$ cat src/psc_pkg.sv
// Shared types, constants and helpers for the pitch speech classifier.
// Holds the configuration and per-source state records, register codes
// and reset values. No dependencies.
`default_nettype none

package psc_pkg;

    // Field widths
    localparam int IDX_W      = 2;
    localparam int LAG_W      = 32;
    localparam int LIM_W      = 31;
    localparam int GAIN_W     = 17;
    localparam int SRC_CNT_W  = 7;

    // Configuration port geometry
    localparam int REG_IDX_W  = 3;
    localparam int PADDR_W    = REG_IDX_W + 2;
    localparam int PDATA_W    = 32;

    // Default number of tracked sources
    localparam int NUM_SOURCES_DEF = 4;

    // 1.0 in Q1.16 and the rounding bias of a Q16 shift
    localparam logic [GAIN_W-1:0] Q16_ONE   = 17'h10000;
    localparam logic [15:0]       HALF_LSB  = 16'h8000;

    // Register codes, in address order
    typedef enum logic [REG_IDX_W-1:0] {
        REG_LAG_MIN         = 3'd0,
        REG_LAG_MAX         = 3'd1,
        REG_CHANGE_LIMIT    = 3'd2,
        REG_CHANGE_GAIN     = 3'd3,
        REG_RATIO_GAIN      = 3'd4,
        REG_CHANGE_MIN      = 3'd5,
        REG_RATIO_THRESHOLD = 3'd6
    } t_reg_idx;

    typedef struct packed {
        logic [LIM_W-1:0]  lag_min;
        logic [LIM_W-1:0]  lag_max;
        logic [LIM_W-1:0]  change_limit;
        logic [GAIN_W-1:0] change_gain;
        logic [GAIN_W-1:0] ratio_gain;
        logic [LIM_W-1:0]  change_min;
        logic [GAIN_W-1:0] ratio_threshold;
    } t_cfg;

    localparam t_cfg CFG_RESET = '{
        lag_min:         31'd0,
        lag_max:         31'h7FFF_FFFF,
        change_limit:    31'd65536,
        change_gain:     17'd32768,
        ratio_gain:      17'd6554,
        change_min:      31'd0,
        ratio_threshold: 17'd32768
    };

    // Per-source state record kept in the state memory
    typedef struct packed {
        logic signed [LAG_W-1:0] last_lag;
        logic signed [LAG_W-1:0] last_change;
        logic signed [LAG_W-1:0] smoothed_change;
        logic [GAIN_W-1:0]       voicing_ratio;
        logic                    speech_latched;
    } t_state;

    // Limit a gain to 1.0
    function automatic logic [GAIN_W-1:0] clamp_gain(input logic [GAIN_W-1:0] g);
        return (g > Q16_ONE) ? Q16_ONE : g;
    endfunction

    // Magnitude of a signed 32 bit value, exact for the most negative one
    function automatic logic [LAG_W-1:0] mag32(input logic signed [LAG_W-1:0] x);
        return x[LAG_W-1] ? (~x + 32'd1) : x;
    endfunction

endpackage

`default_nettype wire

$ cat src/psc_cfg_regs.sv
// Configuration register bank of the pitch speech classifier, APB-style port.
// Depends on psc_pkg for the register codes, record type and reset values.
`default_nettype none

module psc_cfg_regs (
    input  logic                         i_clk,
    input  logic                         i_rst_n,
    input  logic                         psel,
    input  logic                         penable,
    input  logic                         pwrite,
    input  logic [psc_pkg::PADDR_W-1:0]  paddr,
    input  logic [psc_pkg::PDATA_W-1:0]  pwdata,
    output logic [psc_pkg::PDATA_W-1:0]  prdata,
    output logic                         pready,
    output psc_pkg::t_cfg                o_cfg
);
    import psc_pkg::*;

    t_cfg     r_cfg;
    t_reg_idx reg_sel;
    logic     wr_en;

    // Decode the word address
    assign reg_sel = t_reg_idx'(paddr[PADDR_W-1:2]);
    assign wr_en   = psel & penable & pwrite;
    assign pready  = 1'b1;
    assign o_cfg   = r_cfg;

    // Write the selected register in the access phase
    always_ff @(posedge i_clk) begin
        if (!i_rst_n) begin
            r_cfg <= CFG_RESET;
        end else if (wr_en) begin
            case (reg_sel)
                REG_LAG_MIN:         r_cfg.lag_min         <= pwdata[LIM_W-1:0];
                REG_LAG_MAX:         r_cfg.lag_max         <= pwdata[LIM_W-1:0];
                REG_CHANGE_LIMIT:    r_cfg.change_limit    <= pwdata[LIM_W-1:0];
                REG_CHANGE_GAIN:     r_cfg.change_gain     <= pwdata[GAIN_W-1:0];
                REG_RATIO_GAIN:      r_cfg.ratio_gain      <= pwdata[GAIN_W-1:0];
                REG_CHANGE_MIN:      r_cfg.change_min      <= pwdata[LIM_W-1:0];
                REG_RATIO_THRESHOLD: r_cfg.ratio_threshold <= pwdata[GAIN_W-1:0];
                default: begin
                end
            endcase
        end
    end

    // Return the selected register, zero beyond the list
    always_comb begin
        case (reg_sel)
            REG_LAG_MIN:         prdata = PDATA_W'(r_cfg.lag_min);
            REG_LAG_MAX:         prdata = PDATA_W'(r_cfg.lag_max);
            REG_CHANGE_LIMIT:    prdata = PDATA_W'(r_cfg.change_limit);
            REG_CHANGE_GAIN:     prdata = PDATA_W'(r_cfg.change_gain);
            REG_RATIO_GAIN:      prdata = PDATA_W'(r_cfg.ratio_gain);
            REG_CHANGE_MIN:      prdata = PDATA_W'(r_cfg.change_min);
            REG_RATIO_THRESHOLD: prdata = PDATA_W'(r_cfg.ratio_threshold);
            default:             prdata = '0;
        endcase
    end

endmodule

`default_nettype wire

$ cat config.mk
export PLATFORM = sky130hd
export DESIGN_NAME = psc_cfg_regs
export DESIGN_NICKNAME = d
export VERILOG_FILES = /design/src/psc_pkg.sv /design/src/psc_cfg_regs.sv
export SDC_FILE = /design/constraint.sdc
export NUM_CORES = 1
export LEC_CHECK = 0
export BUFFER_PORTS_ARGS = -buffer_cell sky130_fd_sc_hd__buf_2
export CORE_ASPECT_RATIO = 1.5
export CORE_MARGIN = 2
export CORE_UTILIZATION = 46
export DETAILED_ROUTE_END_ITERATION = 10
export PLACE_DENSITY = 0.87
export SLEW_MARGIN = 40
export SYNTH_ARGS = -nofsm -noshare
export SYNTH_HDL_FRONTEND = slang
export SYNTH_SLANG_ARGS = --single-unit
$ cat constraint.sdc
create_clock -name i_clk -period 1.59 [get_ports i_clk]
set_input_delay 0.318 -clock i_clk [delete_from_list [all_inputs] [get_ports i_clk]]
set_output_delay 0.318 -clock i_clk [all_outputs]
set_load 0.03 [all_outputs]
==> results of run 1 <==
power groups by stage:
stage / sequential, mW / combinational, mW / clock [mW]
6_report: 4.45 / 1.25 / 4.12
2_1_floorplan: 4.62 / 0.558 / 0
4_1_cts: 4.45 / 1.18 / 4.17
3_5_place_dp: 4.55 / 1.04 / 0
5_1_grt: 4.46 / 1.31 / 4.35
3_3_place_gp: 4.55 / 1.02 / 0
cells by family (layout without fill, tap and decap cells):
logic type,Yosys count,in the layout
buf+inv,112,441
mux,165,165
simple gates,200,200
compound gates,178,178
flops,175,175
other cells,2,4
synth_stat cells (all sizes together) (2+ instances only):
cell type,count
nand2,179
dfxtp,175
mux2i,147
o21ai,53
buf,40
clkbuf,38
inv,34
o311ai,33
a32oi,28
o211ai,24
a22oi,23
mux2,18
a2bb2oi,13
nor2,4
nor2b,4
nand2b,3
nor3,3
a21oi,2
conb,2
final cells by class:
class	instances	area (um^2)
fillers	1267	5278
multi-input cells	545	4257
flip-flops and latches	175	3572
repair buffers	375	2688
clock buffers	20	436.7
well taps	210	262.8
clock inverters	12	137.6
inverters	34	127.6
diodes	2	5.005
layer usage:
metal	vias to the layer above	GRT usage
met2	422	0.5215
li1	3601	-
met3	97	0.06790
met5	-	0
met1	3859	0.3419
met4	0	0.1574
stage by stage:
stage / setup TNS (ns) / cell area, um^2 / power (mW) / std cells / hold WS (ns)
after global routing: -6.439 / 11480 / 10.12 / 1372 / 0.1649
final: -4.940 / 11490 / 9.821 / 1373 / 0.1667
after detailed placement: -39.44 / 9849 / 5.588 / 1290 / 0.4625
after CTS: -4.906 / 11220 / 9.799 / 1363 / 0.1390
after floorplan: -2.558 / 7978 / 5.179 / 832 / 0.4722
after global placement: -34.19 / 9849 / 5.570 / 1290 / 0.4522
how the worst max path moves through the flow:
stage            endpoint        from  slack (ns)  cells after the start
5_1_grt        prdata[16]  o_cfg[160]       -0.36                      4
2_1_floorplan  prdata[10]    paddr[2]       -0.15                      6
3_3_place_gp    prdata[2]    paddr[4]       -0.35                      6
3_5_place_dp    prdata[2]    paddr[4]       -0.33                      6
4_1_cts        prdata[16]  o_cfg[160]       -0.30                      4
6_report       prdata[16]  o_cfg[160]       -0.27                      4
repair_timing:
action / 4_1_cts / 5_1_grt
cloned: 4 / 0
hold buffers: 0 / 0
resized for setup: 152 / 42
buffers inserted: 37 / 8
pin swaps: 29 / 20
setup endpoints to repair: 31 / 31
==> flow_metrics.env, run 1 <==
export IMPL_post_place_ws_ns=-0.3340
export IMPL_p_sw_frac=0.2623
export IMPL_start_util=0.4689
export IMPL_synthSimpleGateAreaFrac=0.1095
export IMPL_wire_per_inst_um=20.60
export IMPL_die_area_um2=18170
export IMPL_whs_endpoint="o_cfg[55]"
export IMPL_wl_mm=28.29
export IMPL_fin_ws_ns=-0.2691
export IMPL_layout_common_cells="buf_2, nand2_1, mux2i_1"
export IMPL_core_um2=16760
export IMPL_rsz0062_at_grt="yes"
export IMPL_synth_area_per_cell_um2=9.447
export IMPL_hpwlAfterDp_mm=18.76
export IMPL_grt_pass1_vias=7802
export IMPL_cp_num_buf_inv=1
export IMPL_grt_pass1_wl_mm=42.76
export IMPL_hold_depth=2
export IMPL_synth_warnings=0
export IMPL_grt_usage=0.2989
export IMPL_p_seq_frac=0.454
export IMPL_r2r_end="o_cfg[139]"
export IMPL_routed_via_density=5.811
export IMPL_grt_antenna_before_repair=2
export IMPL_switching_power_mw=2.577
export IMPL_failed_checks="setup timing"
export IMPL_hold_path_class="in2reg"
export IMPL_grt_remaining_overflow=0
export IMPL_synth_top_family_by_area="multiplexers"
export IMPL_drt_pre_antenna_iters=5
export IMPL_cpPeakStageDelay_ns=0.32
export IMPL_r2r_start="o_cfg[139]"
export IMPL_drc=0
export IMPL_peakVddDrop_mv=0.5490
export IMPL_worst_path_max_fanout=2
export IMPL_synth_seq_cells=175
export IMPL_maxCapViolCount=0
export IMPL_row_count=58
export IMPL_r2r_setup_slack_ns=0.73
export IMPL_drv_slew=0
export IMPL_cts_buffer_depth=2
export IMPL_drt_met1_wl_mm=10.50
export IMPL_synth_edff_count=0
export IMPL_crit_chain="mux2_4 -> a32oi_2 -> o211ai_1 -> buf_4"
export IMPL_synth_top_area_cell="dfxtp_1"
export IMPL_die_h_um=164.1
export IMPL_cts_root_buf="clkbuf_16"
export IMPL_synth_cells=832
export IMPL_power_share_combinational=0.127
export IMPL_hold_viol=0
export IMPL_io_pins=250
export IMPL_hp_start="i_rst_n"
export IMPL_place_congestion=0.8958
export IMPL_area_growth_pct=46.13
export IMPL_critical_path_class="reg2out"
export IMPL_synthArstFlopShare=0
export IMPL_synthAdderAreaFrac=0
export IMPL_r2r_cells=3
export IMPL_crit_family="flip-flops"
export IMPL_synth_compound_area_frac=0.1648
export IMPL_io_buffer_count=244
export IMPL_insertion_delay_ns=0.42
export IMPL_clkTransAtPathRegs_ns=0.07
export IMPL_via_count=7979
export IMPL_crit_path_end_kind="output port"
export IMPL_layout_commonest_cell="buf_2"
export IMPL_slowest_stage="dfxtp_2"
export IMPL_grt_max_degree=59
export IMPL_cts_tree="yes"
export IMPL_p_clk_frac=0.420
export IMPL_ant_nets=0
export IMPL_ys_seq_area_frac=0.4457
export IMPL_numCtsBuffers=17
export IMPL_synthTopCellsByArea="dfxtp_1, mux2i_1, nand2_1"
export IMPL_drive_gt1_frac=0.4668
export IMPL_top_layer_used="met4"
export IMPL_finalSetupViolations=31
export IMPL_cts_sinks=175
export IMPL_syn_nets=874
export IMPL_htree_num_levels=4
export IMPL_dieWidth_um=110.7
export IMPL_drt_iter0_drc=752
export IMPL_wl_met3_mm=1.962
export IMPL_power_density_nw_per_um2=855.0
export IMPL_met2_length_mm=14.45
export IMPL_intPower_mw=7.244
export IMPL_yosys_area_top_type_share=0.4457
export IMPL_fmax_mhz=537.9
export IMPL_synth_distinct_cells=36
export IMPL_power_leakage_nw=5.173
export IMPL_muxShareOfSynthArea=0.2130
export IMPL_worst_endpoint_arrival_ns=1.54
export IMPL_fin_crit_sh=1.169
export IMPL_start_kind="flop"
export IMPL_nets=1190
export IMPL_status="finished with violations"
export IMPL_ys_flop_type="dfxtp_1"
export IMPL_synth_xor_area_share=0
export IMPL_syn_area_um2=7860
export IMPL_finClkSkew_ns=0
export IMPL_fin_util=0.6852
export IMPL_crit_required_ns=1.27
export IMPL_largest_reg_flops=175
export IMPL_period_needed_ns=1.859
(Power assumes the default switching activity.)
==> run 2, diff against run 1 <==
--- a/config.mk
+++ b/config.mk
@@ -11,6 +11,7 @@
 export CORE_UTILIZATION = 46
 export DETAILED_ROUTE_END_ITERATION = 10
 export PLACE_DENSITY = 0.87
+export SKIP_CTS_REPAIR_TIMING = 1
 export SLEW_MARGIN = 40
 export SYNTH_ARGS = -nofsm -noshare
 export SYNTH_HDL_FRONTEND = slang
==> flow_metrics.env, run 2 (synthesized netlist as in run 1, its figures left out) <==
export IMPL_status="finished with violations"
export IMPL_failed_checks="setup timing"
export IMPL_hold_path_class="in2reg"
export IMPL_drt_pre_antenna_iters=6
export IMPL_drc=0
export IMPL_grt_usage=0.2763
export IMPL_p_sw_frac=0.2613
export IMPL_routed_via_density=5.812
export IMPL_cts_sinks=175
export IMPL_clkTransAtPathRegs_ns=0.07
export IMPL_drive_gt1_frac=0.4000
export IMPL_nets=1154
export IMPL_rsz0062_at_grt="yes"
export IMPL_htree_num_levels=4
export IMPL_fin_util=0.6440
export IMPL_numCtsBuffers=17
export IMPL_dieWidth_um=110.7
export IMPL_period_needed_ns=1.884
export IMPL_ant_nets=0
export IMPL_die_h_um=164.1
export IMPL_power_share_combinational=0.117
export IMPL_io_buffer_count=244
export IMPL_fin_crit_sh=1.185
export IMPL_place_area_um2=9849
export IMPL_insertion_delay_ns=0.42
export IMPL_row_count=58
export IMPL_finalSetupViolations=31
export IMPL_drv_slew=0
export IMPL_cts_tree="yes"
export IMPL_crit_path_end_kind="output port"
export IMPL_maxCapViolCount=0
export IMPL_grt_max_degree=59
export IMPL_finClkSkew_ns=0
export IMPL_wl_mm=26.84
export IMPL_worst_endpoint_arrival_ns=1.57
export IMPL_area_growth_pct=37.35
export IMPL_drt_iter0_drc=772
export IMPL_hpwlAfterDp_mm=18.76
export IMPL_grt_pass1_wl_mm=39.61
export IMPL_switching_power_mw=2.536
export IMPL_p_seq_frac=0.459
export IMPL_fmax_mhz=530.7
export IMPL_largest_reg_flops=175
export IMPL_layout_common_cells="buf_2, nand2_1, dfxtp_1"
export IMPL_cts_root_buf="clkbuf_16"
export IMPL_grt_pass1_vias=7352
export IMPL_power_leakage_nw=4.772
export IMPL_grt_remaining_overflow=0
export IMPL_die_area_um2=18170
export IMPL_wire_per_inst_um=20.07
export IMPL_power_density_nw_per_um2=899.2
export IMPL_hold_viol=0
export IMPL_layout_commonest_cell="buf_2"
export IMPL_core_um2=16760
export IMPL_grt_antenna_before_repair=1
export IMPL_io_pins=250
export IMPL_peakVddDrop_mv=0.5508
export IMPL_start_util=0.4689
export IMPL_critical_path_class="in2out"
export IMPL_start_kind="primary input"
export IMPL_intPower_mw=7.171
export IMPL_crit_required_ns=1.27
export IMPL_p_clk_frac=0.424
export IMPL_worst_path_max_fanout=11
export IMPL_fin_ws_ns=-0.2943
export IMPL_post_place_ws_ns=-0.3340
export IMPL_via_count=7770
export IMPL_place_congestion=0.8958
export IMPL_fin_area_um2=10800
export IMPL_finalSetupTns_ns=-7.261
export IMPL_timing_hold_ws_ns=0.1591
export IMPL_cts_buffer_depth=2
==> run 2: cell count changes in the layout (fill, tap and decap cells not counted), sizes merged <==
cell	previous run	this run
buf	375	334
clkbuf	20	25
==> run 2: power groups by stage <==
stage	clock (mW)	combinational, mW	sequential (mW)
after floorplan	0	0.558	4.62
after global placement	0	1.02	4.55
after detailed placement	0	1.04	4.55
after CTS	4.17	1.04	4.45
after global routing	4.34	1.20	4.45
final	4.12	1.14	4.45
==> run 2: path summary, 6_finish.rpt <==
| check | startpoint | slack [ns] | end | cells after the start |
|---|---|---|---|---|
| setup / recovery | paddr[3] | -0.29 | prdata[11] | 7 |
| hold / removal | i_rst_n | 0.16 | o_cfg[120] | 2 |
| setup reg to reg | o_cfg[98] | 0.78 | o_cfg[98] | 3 |
| hold reg to reg | o_cfg[97] | 0.47 | o_cfg[97] | 2 |
==> run 2: cell type report <==
class	count	area, um^2
Clock buffer	20	436.7
Fill cell	1371	5968
Clock inverter	12	137.6
Timing Repair Buffer	339	2261
Inverter	34	127.6
Multi-Input combinational cell	545	4036
Tap cell	210	262.8
Sequential cell	175	3528
Antenna cell	2	5.005
==> run 2: layer usage <==
layer	routed length (um)	vias up	track usage
met4	1148	0	0.1313
met2	13560	392	0.4808
li1	-	3540	-
met1	10210	3757	0.3195
met3	1919	81	0.06827
met5	0	-	0
==> run 2: through the flow <==
stage,total power [mW],std cells
5_1_grt,9.997,1336
6_report,9.707,1337
3_5_place_dp,5.588,1290
2_1_floorplan,5.179,832
3_3_place_gp,5.570,1290
4_1_cts,9.658,1322
==> run 2: worst max-delay path, stage by stage <==
cell and delay, ns:
buf_4 0.16, buf_12 0.17, nor2b_4 0.27, buf_6 0.19
a32oi_1 0.11, o211ai_1 0.13, buf_4 0.22
