File: src/psc_pkg.sv
// Shared types, constants and helpers for the pitch speech classifier.
// Holds the configuration and per-source state records, register codes
// and reset values. No dependencies.
`default_nettype none

package psc_pkg;

    // Field widths
    localparam int IDX_W      = 2;
    localparam int LAG_W      = 32;
    localparam int LIM_W      = 31;
    localparam int GAIN_W     = 17;
    localparam int SRC_CNT_W  = 7;

    // Configuration port geometry
    localparam int REG_IDX_W  = 3;
    localparam int PADDR_W    = REG_IDX_W + 2;
    localparam int PDATA_W    = 32;

    // Default number of tracked sources
    localparam int NUM_SOURCES_DEF = 4;

    // 1.0 in Q1.16 and the rounding bias of a Q16 shift
    localparam logic [GAIN_W-1:0] Q16_ONE   = 17'h10000;
    localparam logic [15:0]       HALF_LSB  = 16'h8000;

    // Register codes, in address order
    typedef enum logic [REG_IDX_W-1:0] {
        REG_LAG_MIN         = 3'd0,
        REG_LAG_MAX         = 3'd1,
        REG_CHANGE_LIMIT    = 3'd2,
        REG_CHANGE_GAIN     = 3'd3,
        REG_RATIO_GAIN      = 3'd4,
        REG_CHANGE_MIN      = 3'd5,
        REG_RATIO_THRESHOLD = 3'd6
    } t_reg_idx;

    typedef struct packed {
        logic [LIM_W-1:0]  lag_min;
        logic [LIM_W-1:0]  lag_max;
        logic [LIM_W-1:0]  change_limit;
        logic [GAIN_W-1:0] change_gain;
        logic [GAIN_W-1:0] ratio_gain;
        logic [LIM_W-1:0]  change_min;
        logic [GAIN_W-1:0] ratio_threshold;
    } t_cfg;

    localparam t_cfg CFG_RESET = '{
        lag_min:         31'd0,
        lag_max:         31'h7FFF_FFFF,
        change_limit:    31'd65536,
        change_gain:     17'd32768,
        ratio_gain:      17'd6554,
        change_min:      31'd0,
        ratio_threshold: 17'd32768
    };

    // Per-source state record kept in the state memory
    typedef struct packed {
        logic signed [LAG_W-1:0] last_lag;
        logic signed [LAG_W-1:0] last_change;
        logic signed [LAG_W-1:0] smoothed_change;
        logic [GAIN_W-1:0]       voicing_ratio;
        logic                    speech_latched;
    } t_state;

    // Limit a gain to 1.0
    function automatic logic [GAIN_W-1:0] clamp_gain(input logic [GAIN_W-1:0] g);
        return (g > Q16_ONE) ? Q16_ONE : g;
    endfunction

    // Magnitude of a signed 32 bit value, exact for the most negative one
    function automatic logic [LAG_W-1:0] mag32(input logic signed [LAG_W-1:0] x);
        return x[LAG_W-1] ? (~x + 32'd1) : x;
    endfunction

endpackage

`default_nettype wire

File: src/psc_state_ram.sv
// Per-source state memory: one write port, one read port with registered data.
// Entries read as zero until first written. Depends on psc_pkg for t_state.
`default_nettype none

module psc_state_ram #(
    parameter int DEPTH  = psc_pkg::NUM_SOURCES_DEF,
    parameter int ADDR_W = (DEPTH > 1) ? $clog2(DEPTH) : 1
) (
    input  logic               i_clk,
    input  logic               i_rst_n,
    input  logic               i_wr_en,
    input  logic [ADDR_W-1:0]  i_wr_addr,
    input  psc_pkg::t_state    i_wr_data,
    input  logic               i_rd_en,
    input  logic [ADDR_W-1:0]  i_rd_addr,
    output psc_pkg::t_state    o_rd_data
);
    import psc_pkg::*;

    t_state           r_mem [DEPTH];
    logic [DEPTH-1:0] r_vld;
    t_state           r_rd_data;

    assign o_rd_data = r_rd_data;

    // Store the entry
    always_ff @(posedge i_clk) begin
        if (i_wr_en) begin
            r_mem[i_wr_addr] <= i_wr_data;
        end
    end

    // Mark entries written since reset
    always_ff @(posedge i_clk) begin
        if (!i_rst_n) begin
            r_vld <= '0;
        end else if (i_wr_en) begin
            r_vld[i_wr_addr] <= 1'b1;
        end
    end

    // Read the old contents; an unwritten entry reads as zero
    always_ff @(posedge i_clk) begin
        if (i_rd_en) begin
            r_rd_data <= r_vld[i_rd_addr] ? r_mem[i_rd_addr] : '0;
        end
    end

endmodule

`default_nettype wire

File: config.mk
export PLATFORM = sky130hd
export DESIGN_NAME = psc_state_ram
export DESIGN_NICKNAME = d
export VERILOG_FILES = /design/src/psc_pkg.sv /design/src/psc_state_ram.sv
export SDC_FILE = /design/constraint.sdc
export NUM_CORES = 1
export LEC_CHECK = 0
export BUFFER_PORTS_ARGS = -buffer_cell sky130_fd_sc_hd__buf_2
export CORE_MARGIN = 2
export CORE_UTILIZATION = 45
export CTS_CLUSTER_DIAMETER = 80
export DETAILED_ROUTE_END_ITERATION = 8
export GPL_TIMING_DRIVEN = 0
export PLACE_DENSITY = 0.77
export SLEW_MARGIN = 20
export SYNTH_ARGS = -nofsm -noshare
export SYNTH_HDL_FRONTEND = slang
export SYNTH_SLANG_ARGS = --single-unit
File: constraint.sdc
create_clock -name i_clk -period 12.6 [get_ports i_clk]
set_input_delay 3.15 -clock i_clk [delete_from_list [all_inputs] [get_ports i_clk]]
set_output_delay 3.15 -clock i_clk [all_outputs]
set_load 0.01 [all_outputs]
==> results of run 1 <==
## report_power, final
group | switching, mW | internal [mW]
Sequential | 0.0236 | 2.21
Combinational | 0.120 | 0.105
Clock | 0.673 | 0.888
Total | 0.817 | 3.20
## layout make-up
type	instances	area share
sequential	574	0.693
tap	600	0.0302
antenna	3	0.000302
clock inverter	35	0.0105
multi-input combinational	237	0.136
buffer	38	0.00973
clock buffer	67	0.0590
timing repair buffer	258	0.0613
## metal layers
layer  up-vias  global-route usage
met5         -                   0
met1      4876               0.221
met3        67              0.0488
li1       4161                   -
met2       276               0.276
met4        16              0.0516
## cells in the mapped netlist
master,instances
and2_1,114
buf_4,6
buf_6,8
edfxtp_1,570
o21a_1,4
and3_1,1
clkbuf_1,11
mux4_2,115
and3b_1,2
buf_2,13
nor3b_1,1
dfxtp_1,4
## registers in the layout, summed over array words and instances, names as in the netlist
| name | cells |
|---|---|
| r_mem | 456 |
| r_vld | 4 |
| o_rd_data | 114 |
## stage by stage
| stage | hold slack [ns] | setup WS (ns) | setup TNS (ns) |
|---|---|---|---|
| final | 0.463 | 7.91 | 0 |
| after global routing | 0.508 | 7.73 | 0 |
| after CTS | 0.468 | 7.76 | 0 |
| after detailed placement | 0.454 | 7.11 | 0 |
| after global placement | 0.440 | -7.17 | -822.23 |
| after floorplan | 0.435 | 0.346 | 0 |
## cell families (layout without fill, tap and decap cells)
logic type	Yosys count	in the layout	synth area share
buffers and inverters	38	398	0.0116
AO/OA/AOI/OAI	4	4	0.00144
other	0	3	0
multiplexers	115	115	0.125
flip-flops	574	574	0.827
AND/OR/NAND/NOR	118	118	0.0358
## worst max path at each step
stage / startpoint / endpoint / slack, ns / cells after the start
5_1_grt: i_rd_addr[1] / o_rd_data[59] / 7.73 / 5
4_1_cts: i_rd_addr[1] / o_rd_data[48] / 7.76 / 5
2_1_floorplan: i_wr_addr[0] / r_mem[0][0] / 0.35 / 1
3_5_place_dp: i_rd_addr[1] / o_rd_data[86] / 7.11 / 5
6_report: i_rd_addr[1] / o_rd_data[48] / 7.91 / 5
3_3_place_gp: i_wr_addr[1] / r_mem[0][69] / -7.17 / 2
## cells in the final DEF (no fill, tap or decap)
| master | instances |
|---|---|
| edfxtp_1 | 570 |
| and2_1 | 114 |
| dfxtp_1 | 4 |
| clkbuf_1 | 21 |
| buf_4 | 18 |
| buf_8 | 1 |
| mux4_2 | 115 |
| clkinvlp_4 | 2 |
| clkbuf_16 | 57 |
| buf_6 | 12 |
| o21a_1 | 4 |
| inv_6 | 1 |
| clkinv_1 | 14 |
| clkinv_2 | 12 |
| buf_16 | 4 |
| and3b_4 | 2 |
| and3_4 | 1 |
| clkinv_8 | 1 |
| buf_2 | 245 |
| diode_2 | 3 |
| bufinv_16 | 3 |
| nor3b_2 | 1 |
| clkinv_4 | 2 |
| buf_12 | 5 |
## worst max-delay path, stage by stage
cell and delay (ns):
buf_2 0.24, clkbuf_1 0.66, buf_2 0.42, mux4_2 0.36, and2_1 0.17
==> results.tsv, run 1 <==
metric	value	unit
ctsHtreeMaxLevel	2	
wl_per_cell	22.0	µm
area_of_the_multi_input_gates	0.00338	mm²
clock-root-buffer	clkbuf_16	
syn_area	0.0208	mm²
ys_types	12	
avgSynthCellArea	24.5	µm²
tightest_slew	0.827	ns
met3WireLength	2960	µm
clkLatencyLatePin	0.59	ns
min_to	r_vld[0]	
finalHoldViolations	0	
regToRegStartpoint	r_vld[3]	
finish.cell_count_without_fillers	1812	
cts-resized-gates	0	
clk_transition_reported_paths	0.06	ns
synth.top_cells.by_area	edfxtp_1, mux4_2, and2_1, buf_6, dfxtp_1	
num_rows	78	
first_drt_pass_iteration_count	4	
hold_path.class	flip-flop to flip-flop	
io_pins	236	
drive_gt1_frac	0.399	
clock_path_buffers	3	
grt_start_max_net_pins	82	
cts_buffers	56	
cts.sinks	574	
reg2reg_to	o_rd_data[71]	
worstSetupPathType	input pin to flip-flop	
rsz0062_at_grt	no	
via_per_inst	5.19	
placed_cells_incl_taps	1707	
relSlewSlack	0.448	
count_of_warnings_emitted_by_yosys	0	
leakagePower	8.63	nW
global_placer_s_final_weighted_congestion	0.716	
dpl_cell_area	0.0231	mm²
finalCoreUtilization	0.546	
worst_ir_drop_vdd	122	µV
totalPowerFinal	4.01	mW
drc_violation_total_after_the_first_tritonroute_iteration	699	
reg2reg_setup_slack	10.86	ns
netlist_instances	849	
wl_met1	16300	µm
wirelength	39800	µm
r2r.worst_path.cells	4	
final_period_demand_of_the_worst_path	4.69	ns
first_global_vias	10100	
syn_nets	971	
die_area	0.0480	mm²
outcome	complete, no violations	
die_h	219	µm
final_max_slew_viol_count	0	
finish_stage_setup_viols	0	
min_period_over_period	0.372	
core_area	0.0455	mm²
n_fill_cell	3464	
worstSetupEndpointType	flip-flop	
setup.worst_path.start_class	input pin	
yosys_register_bits	574	
place_hpwl	24700	µm
grtUsageTotal	0.169	
required_time_reported_for_the_critical_path_endpoint	12.93	ns
detailroute.via_count	9396	
synth_top_area_frac	0.823	
tritoncts_clock_tree	yes	
layout.cell_area.non_filler	0.0248	mm²
synth.yosys.seq_area_share	0.827	
met2WireLength	19700	µm
layout.area.seq	0.0172	mm²
grt_antenna_before_repair	10	
final_nets	1287	
placement.io_buffers	233	
hold_path_depth	1	
floorplan.initialDensity	0.457	
maxUsedRoutingLayer	met5	
grt_pass1_wl	59700	µm
drcViolationCount	0	
clock-skew-final	0.0177	ns
synth_largest_area_cell	edfxtp_1	
timing.critical_path.fanout_max	10	
max_freq	213	MHz
hold_path_startpoint	r_vld[0]	
crit_arrival	5.02	ns
cts_setup_buffers	0	
postCtsHoldBufs	0	
timing.max_cap.violations	0	
gr-total-overflow	0	
cellPowerDensity	162	mW/mm²
final_antenna_net_count	0	
area.growth.synth_to_final	19.3	%
die_width	219	µm
Note: power is estimated with default switching activity, not from simulation.
==> run 2, diff against run 1 <==
==> constraint.sdc (replaced) <==
create_clock -name i_clk -period 4.1 [get_ports i_clk]
set_input_delay 1.025 -clock i_clk [delete_from_list [all_inputs] [get_ports i_clk]]
set_output_delay 1.025 -clock i_clk [all_outputs]
set_load 0.01 [all_outputs]
==> run 2 against run 1 <==
Compared with the run above: register-to-register slack lost 8.5 ns; worst hold slack better by 0.0017 ns; flip-flop and latch count stayed put; setup slack worse by 6.4 ns; die area is the same; global-route usage up 0.29 points; largest power group unchanged.
==> results.tsv, run 2 (synthesized netlist as in run 1, its figures left out) <==
metric	value	unit	change
final_max_slew_viol_count	0		unchanged
area.growth.synth_to_final	21.1	%	
place_hpwl	25000	µm	+1.4%
via_per_inst	5.25		+1.3%
final_antenna_net_count	0		unchanged
setup.worst_path.start_class	input pin		
proportion_of_power_drawn_by_combinational_gates	0.053		-0.003
met2WireLength	20500	µm	+4.2%
io_pins	236		unchanged
met3WireLength	2960	µm	about the same
switchingPower	2.60	mW	+220%
clock-root-buffer	clkbuf_16		
clkLatencyLatePin	0.60	ns	about the same
regToRegStartpoint	r_vld[3]		
clock-skew-final	0.0107	ns	-0.00708 ns
grt_antenna_before_repair	12		+2
final_nets	1286		-0.078%
top_register	r_mem		
placement.io_buffers	233		unchanged
switching_share	0.198		-0.00499
worstSetupPathType	input pin to flip-flop		
detailroute.via_count	9515		+1.3%
first_drt_pass_iteration_count	5		+1
die_area	0.0480	mm²	unchanged
layout.cells.most_common_list	edfxtp_1, buf_2, mux4_2		
reg2reg_setup_slack	2.38	ns	-8.48 ns
hold_path.class	flip-flop to flip-flop		
tritoncts_clock_tree	yes		
worstSetupEndpointType	flip-flop		
finalHoldViolations	0		unchanged
hold_path_depth	1		unchanged
ctsHtreeMaxLevel	2		unchanged
grt_pass1_wl	60900	µm	+2.0%
cts.sinks	574		unchanged
hold-worst-slack	0.465	ns	+0.00175 ns
first_global_vias	10100		-0.19%
required_time_reported_for_the_critical_path_endpoint	4.45	ns	-8.48 ns
reg2reg_to	o_rd_data[83]		
clk_transition_reported_paths	0.06	ns	about the same
clockPowerShare	0.424		+0.035
outcome	complete, no violations		
max_freq	388	MHz	
postCtsHoldBufs	0		unchanged
drc_violation_total_after_the_first_tritonroute_iteration	558		-20%
num_rows	78		unchanged
finish_stage_setup_viols	0		unchanged
wl_met1	16400	µm	+0.43%
timing.max_cap.violations	0		unchanged
die_width	219	µm	unchanged
r2r.worst_path.cells	4		unchanged
seqPwrFrac	0.523		-0.032
relSlewSlack	0.440		-0.00800
largest_register_ffs	456		unchanged
final_period_demand_of_the_worst_path	2.58	ns	
totalPowerFinal	13.1	mW	+230%
rsz0062_at_grt	no		
wirelength	40700	µm	+2.2%
maxUsedRoutingLayer	met5		
gr-total-overflow	0		unchanged
worst_ir_drop_vdd	354	µV	+190%
antennaDiodeCount	0		-3
n_fill_cell	3404		-1.7%
global_placer_s_final_weighted_congestion	0.700		-2.2%
hold_path_startpoint	r_vld[3]		
p_int	10.5	mW	+230%
clock_path_buffers	3		unchanged
leakagePower	8.79	nW	+1.8%
drcViolationCount	0		unchanged
most_common_cell_after_layout_fill_and_taps_aside	edfxtp_1		
cts_buffers	58		+3.6%
cts-resized-gates	0		unchanged
layout.area.seq	0.0172	mm²	unchanged
drive_gt1_frac	0.405		+0.00595
grtUsageTotal	0.172		+0.00291
min_period_over_period	0.629		
cellPowerDensity	520	mW/mm²	+220%
area_of_the_multi_input_gates	0.00339	mm²	+0.19%
floorplan.initialDensity	0.457		unchanged
grt_start_max_net_pins	70		-15%
crit_arrival	2.93	ns	-2.09 ns
wl_per_cell	22.5	µm	+2.3%
cts_setup_buffers	0		unchanged
die_h	219	µm	unchanged
min_to	r_vld[3]		
tightest_slew	0.839	ns	+0.0120 ns
timing.critical_path.fanout_max	10		unchanged
core_area	0.0455	mm²	unchanged
## run 2: cell types whose count changed in the layout (fill, tap and decap cells not counted), moves of 4 or more
cell       delta
buf_6         +5
bufinv_16     +8
clkbuf_16     +4
buf_4        -12
## run 2: worst max-delay path by stage
stage	slack, ns	to	start	depth (start not counted)
5_1_grt	1.41	o_rd_data[66]	i_rd_addr[1]	5
2_1_floorplan	-0.29	r_mem[0][0]	i_wr_en	1
3_3_place_gp	-2.96	r_mem[0][63]	i_wr_addr[0]	2
3_5_place_dp	0.81	o_rd_data[72]	i_rd_addr[1]	5
4_1_cts	1.50	o_rd_data[72]	i_rd_addr[1]	5
6_report	1.52	o_rd_data[72]	i_rd_addr[1]	5
## run 2: per-stage QoR
stage                      util  setup WS [ns]  setup TNS [ns]  area, µm²  instances
after floorplan               -         -0.292          -33.52      20800        849
after global placement    0.500          -2.96         -402.01      22700       1682
after detailed placement  0.509          0.812               0      23100       1704
after CTS                 0.554           1.50               0      25200       1811
after global routing      0.554           1.41               0      25200       1811
final                     0.554           1.52               0      25200       1811
## run 2: worst max-delay path, cell delays in order
cell	delay, ns
buf_2	0.24
clkbuf_1	0.67
buf_2	0.45
mux4_2	0.36
and2_1	0.17
## run 2: layout make-up
type                            count  share of cell area
Tap cell                          600              0.0298
Sequential cell                   574               0.683
Timing Repair Buffer              255              0.0620
Multi-Input combinational cell    237               0.135
Clock inverter                     39              0.0196
Clock buffer                       68              0.0617
Buffer                             38             0.00959
## run 2: routing by layer
metal,GRT usage,up-vias
met3,0.0557,83
met4,0.0435,22
met5,0,-
met2,0.287,277
li1,-,4147
met1,0.220,4986
## run 2: power groups by stage
stage | Clock [mW] | Combinational (mW) | Sequential, mW
after floorplan | 0 | 0.334 | 7.00
after global placement | 0 | 0.655 | 6.98
after detailed placement | 0 | 0.712 | 6.98
after CTS | 5.71 | 0.714 | 6.86
after global routing | 5.94 | 0.757 | 6.87
final | 5.56 | 0.695 | 6.85
==> run 3, diff against run 2 <==
==> constraint.sdc (replaced) <==
create_clock -name i_clk -period 2.3 [get_ports i_clk]
set_input_delay 0.575 -clock i_clk [delete_from_list [all_inputs] [get_ports i_clk]]
set_output_delay 0.575 -clock i_clk [all_outputs]
set_load 0.01 [all_outputs]
==> run 3 against run 2 <==
Compared with the run above: setup slack worse by 1.3 ns; clock skew up 0.0079 ns; total power up 74%; worst hold slack worse by 0.28 ns; highest routed layer unchanged; clock power up 68%; critical path type unchanged; combinational power up 77%; critical path depth unchanged; sequential share of layout area up 0.40 points; utilization down 0.32 points; flip-flop and latch count unchanged; final cell count up 0.11%; routed wire length down 1.9%.
==> results.tsv, run 3 (synthesized netlist as in run 1, its figures left out) <==
metric	value	unit	change
outcome	complete, no violations		
tightest_slew	0.868	ns	+0.0285 ns
max_freq	481	MHz	
crit_arrival	2.42	ns	-0.51 ns
reg2reg_to	o_rd_data[4]		
top_register	r_mem		
drive_gt1_frac	0.403		-0.00181
cts_setup_buffers	0		unchanged
finish_stage_setup_viols	0		unchanged
n_fill_cell	3433		+0.85%
clock_path_buffers	3		unchanged
reg2reg_setup_slack	0.61	ns	-1.77 ns
cellPowerDensity	910	mW/mm²	+75%
clk_transition_reported_paths	0.06	ns	about the same
ctsHtreeMaxLevel	2		unchanged
via_per_inst	5.20		-0.94%
most_common_cell_after_layout_fill_and_taps_aside	edfxtp_1		
worstSetupPathType	input pin to flip-flop		
min_period_over_period	0.904		
first_global_vias	10100		-0.62%
gr-total-overflow	0		unchanged
required_time_reported_for_the_critical_path_endpoint	2.64	ns	-1.81 ns
global_placer_s_final_weighted_congestion	0.698		-0.34%
layout.area.seq	0.0172	mm²	unchanged
floorplan.initialDensity	0.457		unchanged
setup.worst_path.start_class	input pin		
rsz0062_at_grt	no		
drc_violation_total_after_the_first_tritonroute_iteration	624		+12%
postCtsHoldBufs	0		unchanged
timing.critical_path.fanout_max	11		+1
clock-root-buffer	clkbuf_16		
totalPowerFinal	22.8	mW	+74%
layout_setup_ws	0.220	ns	-1.30 ns
final_antenna_net_count	0		unchanged
placement.io_buffers	233		unchanged
area_of_the_multi_input_gates	0.00339	mm²	unchanged
layout.cells.most_common_list	edfxtp_1, buf_2, mux4_2		
grtUsageTotal	0.169		-0.00307
relSlewSlack	0.421		-0.0190
die_area	0.0480	mm²	unchanged
dpl_cell_area	0.0231	mm²	-0.11%
min_to	r_mem[1][102]		
place_hpwl	25000	µm	-0.30%
finish.cell_count_without_fillers	1813		+0.11%
clock-skew-final	0.0185	ns	+0.00786 ns
core_area	0.0455	mm²	unchanged
wirelength	39900	µm	-1.9%
grt_antenna_before_repair	8		-4
cts.sinks	574		unchanged
grt_pass1_wl	59800	µm	-1.9%
detailroute.via_count	9436		-0.83%
placed_cells_incl_taps	1702		-0.12%
worstSetupEndpointType	flip-flop		
first_drt_pass_iteration_count	6		+1
layout.cell_area.non_filler	0.0250	mm²	-0.58%
regToRegStartpoint	r_vld[3]		
r2r.worst_path.cells	4		unchanged
finalHoldViolations	0		unchanged
hold_path.class	input pin to flip-flop		
leakagePower	8.70	nW	-1.0%
io_pins	236		unchanged
final_max_slew_viol_count	0		unchanged
tns	0	ns	unchanged
clkLatencyLatePin	0.60	ns	about the same
die_h	219	µm	unchanged
final_period_demand_of_the_worst_path	2.08	ns	
worst_ir_drop_vdd	672	µV	+90%
place_worst_setup_slack	-0.478	ns	-1.29 ns
cts_buffers	58		unchanged
largest_register_ffs	456		unchanged
tritoncts_clock_tree	yes		
num_rows	78		unchanged
timing.max_cap.violations	0		unchanged
die_width	219	µm	unchanged
grt_start_max_net_pins	60		-14%
wl_per_cell	22.0	µm	-2.0%
hold_path_startpoint	i_wr_data[102]		
hold_path_depth	1		unchanged
final_nets	1284		-0.16%
drcViolationCount	0		unchanged
area.growth.synth_to_final	20.4	%	
cts-resized-gates	0		unchanged
## run 3: changes by cell type in the layout (fill, tap and decap cells not counted), moves of 2 or more
cell	before	now
inv_6	1	6
bufinv_16	11	7
clkinvlp_4	2	6
diode_2	0	4
buf_6	17	14
clkinv_1	11	14
clkinv_4	3	0
clkbuf_1	18	16
clkbuf_16	61	59
## run 3: layer usage
metal / GRT usage / routed length [µm]
met5: 0 / 69
met4: 0.0505 / 867
met3: 0.0485 / 2990
met2: 0.281 / 19900
met1: 0.218 / 16100
## run 3: worst max path at each step
| stage | start | end | slack, ns | depth (start not counted) |
|---|---|---|---|---|
| after detailed placement | i_rd_addr[1] | o_rd_data[75] | -0.48 | 5 |
| final | i_rd_addr[1] | o_rd_data[89] | 0.22 | 5 |
| after global routing | i_rd_addr[1] | o_rd_data[50] | 0.19 | 5 |
| after CTS | i_rd_addr[1] | o_rd_data[72] | 0.18 | 5 |
| after global placement | i_wr_en | r_mem[0][78] | -4.25 | 2 |
| after floorplan | i_wr_en | r_mem[0][0] | -1.64 | 1 |
## run 3: report_power, final
| group | internal (mW) | total, mW | leakage, nW | switching (mW) |
|---|---|---|---|---|
| clock | 5.48 | 9.33 | 0.924 | 3.84 |
| sequential | 12.1 | 12.2 | 5.39 | 0.130 |
| combinational | 0.577 | 1.23 | 2.38 | 0.658 |
| total | 18.1 | 22.8 | 8.70 | 4.63 |
## run 3: through the flow
step,utilization,hold WS [ns]
floorplan,-,0.423
global placement,0.500,0.431
detailed placement,0.508,0.442
CTS,0.550,0.141
global route,0.550,0.149
finish,0.551,0.186
## run 3: cell type report
type,count,share of cell area
Clock buffer,64,0.0597
Buffer,38,0.00964
Tap cell,600,0.0300
Sequential cell,574,0.687
Timing Repair Buffer,253,0.0613
Antenna cell,4,0.000400
Clock inverter,43,0.0168
Multi-Input combinational cell,237,0.135
## run 3: worst max-delay path, stage by stage
cell	delay, ns
buf_2	0.20
clkbuf_1	0.68
buf_2	0.42
mux4_2	0.35
and2_1	0.18
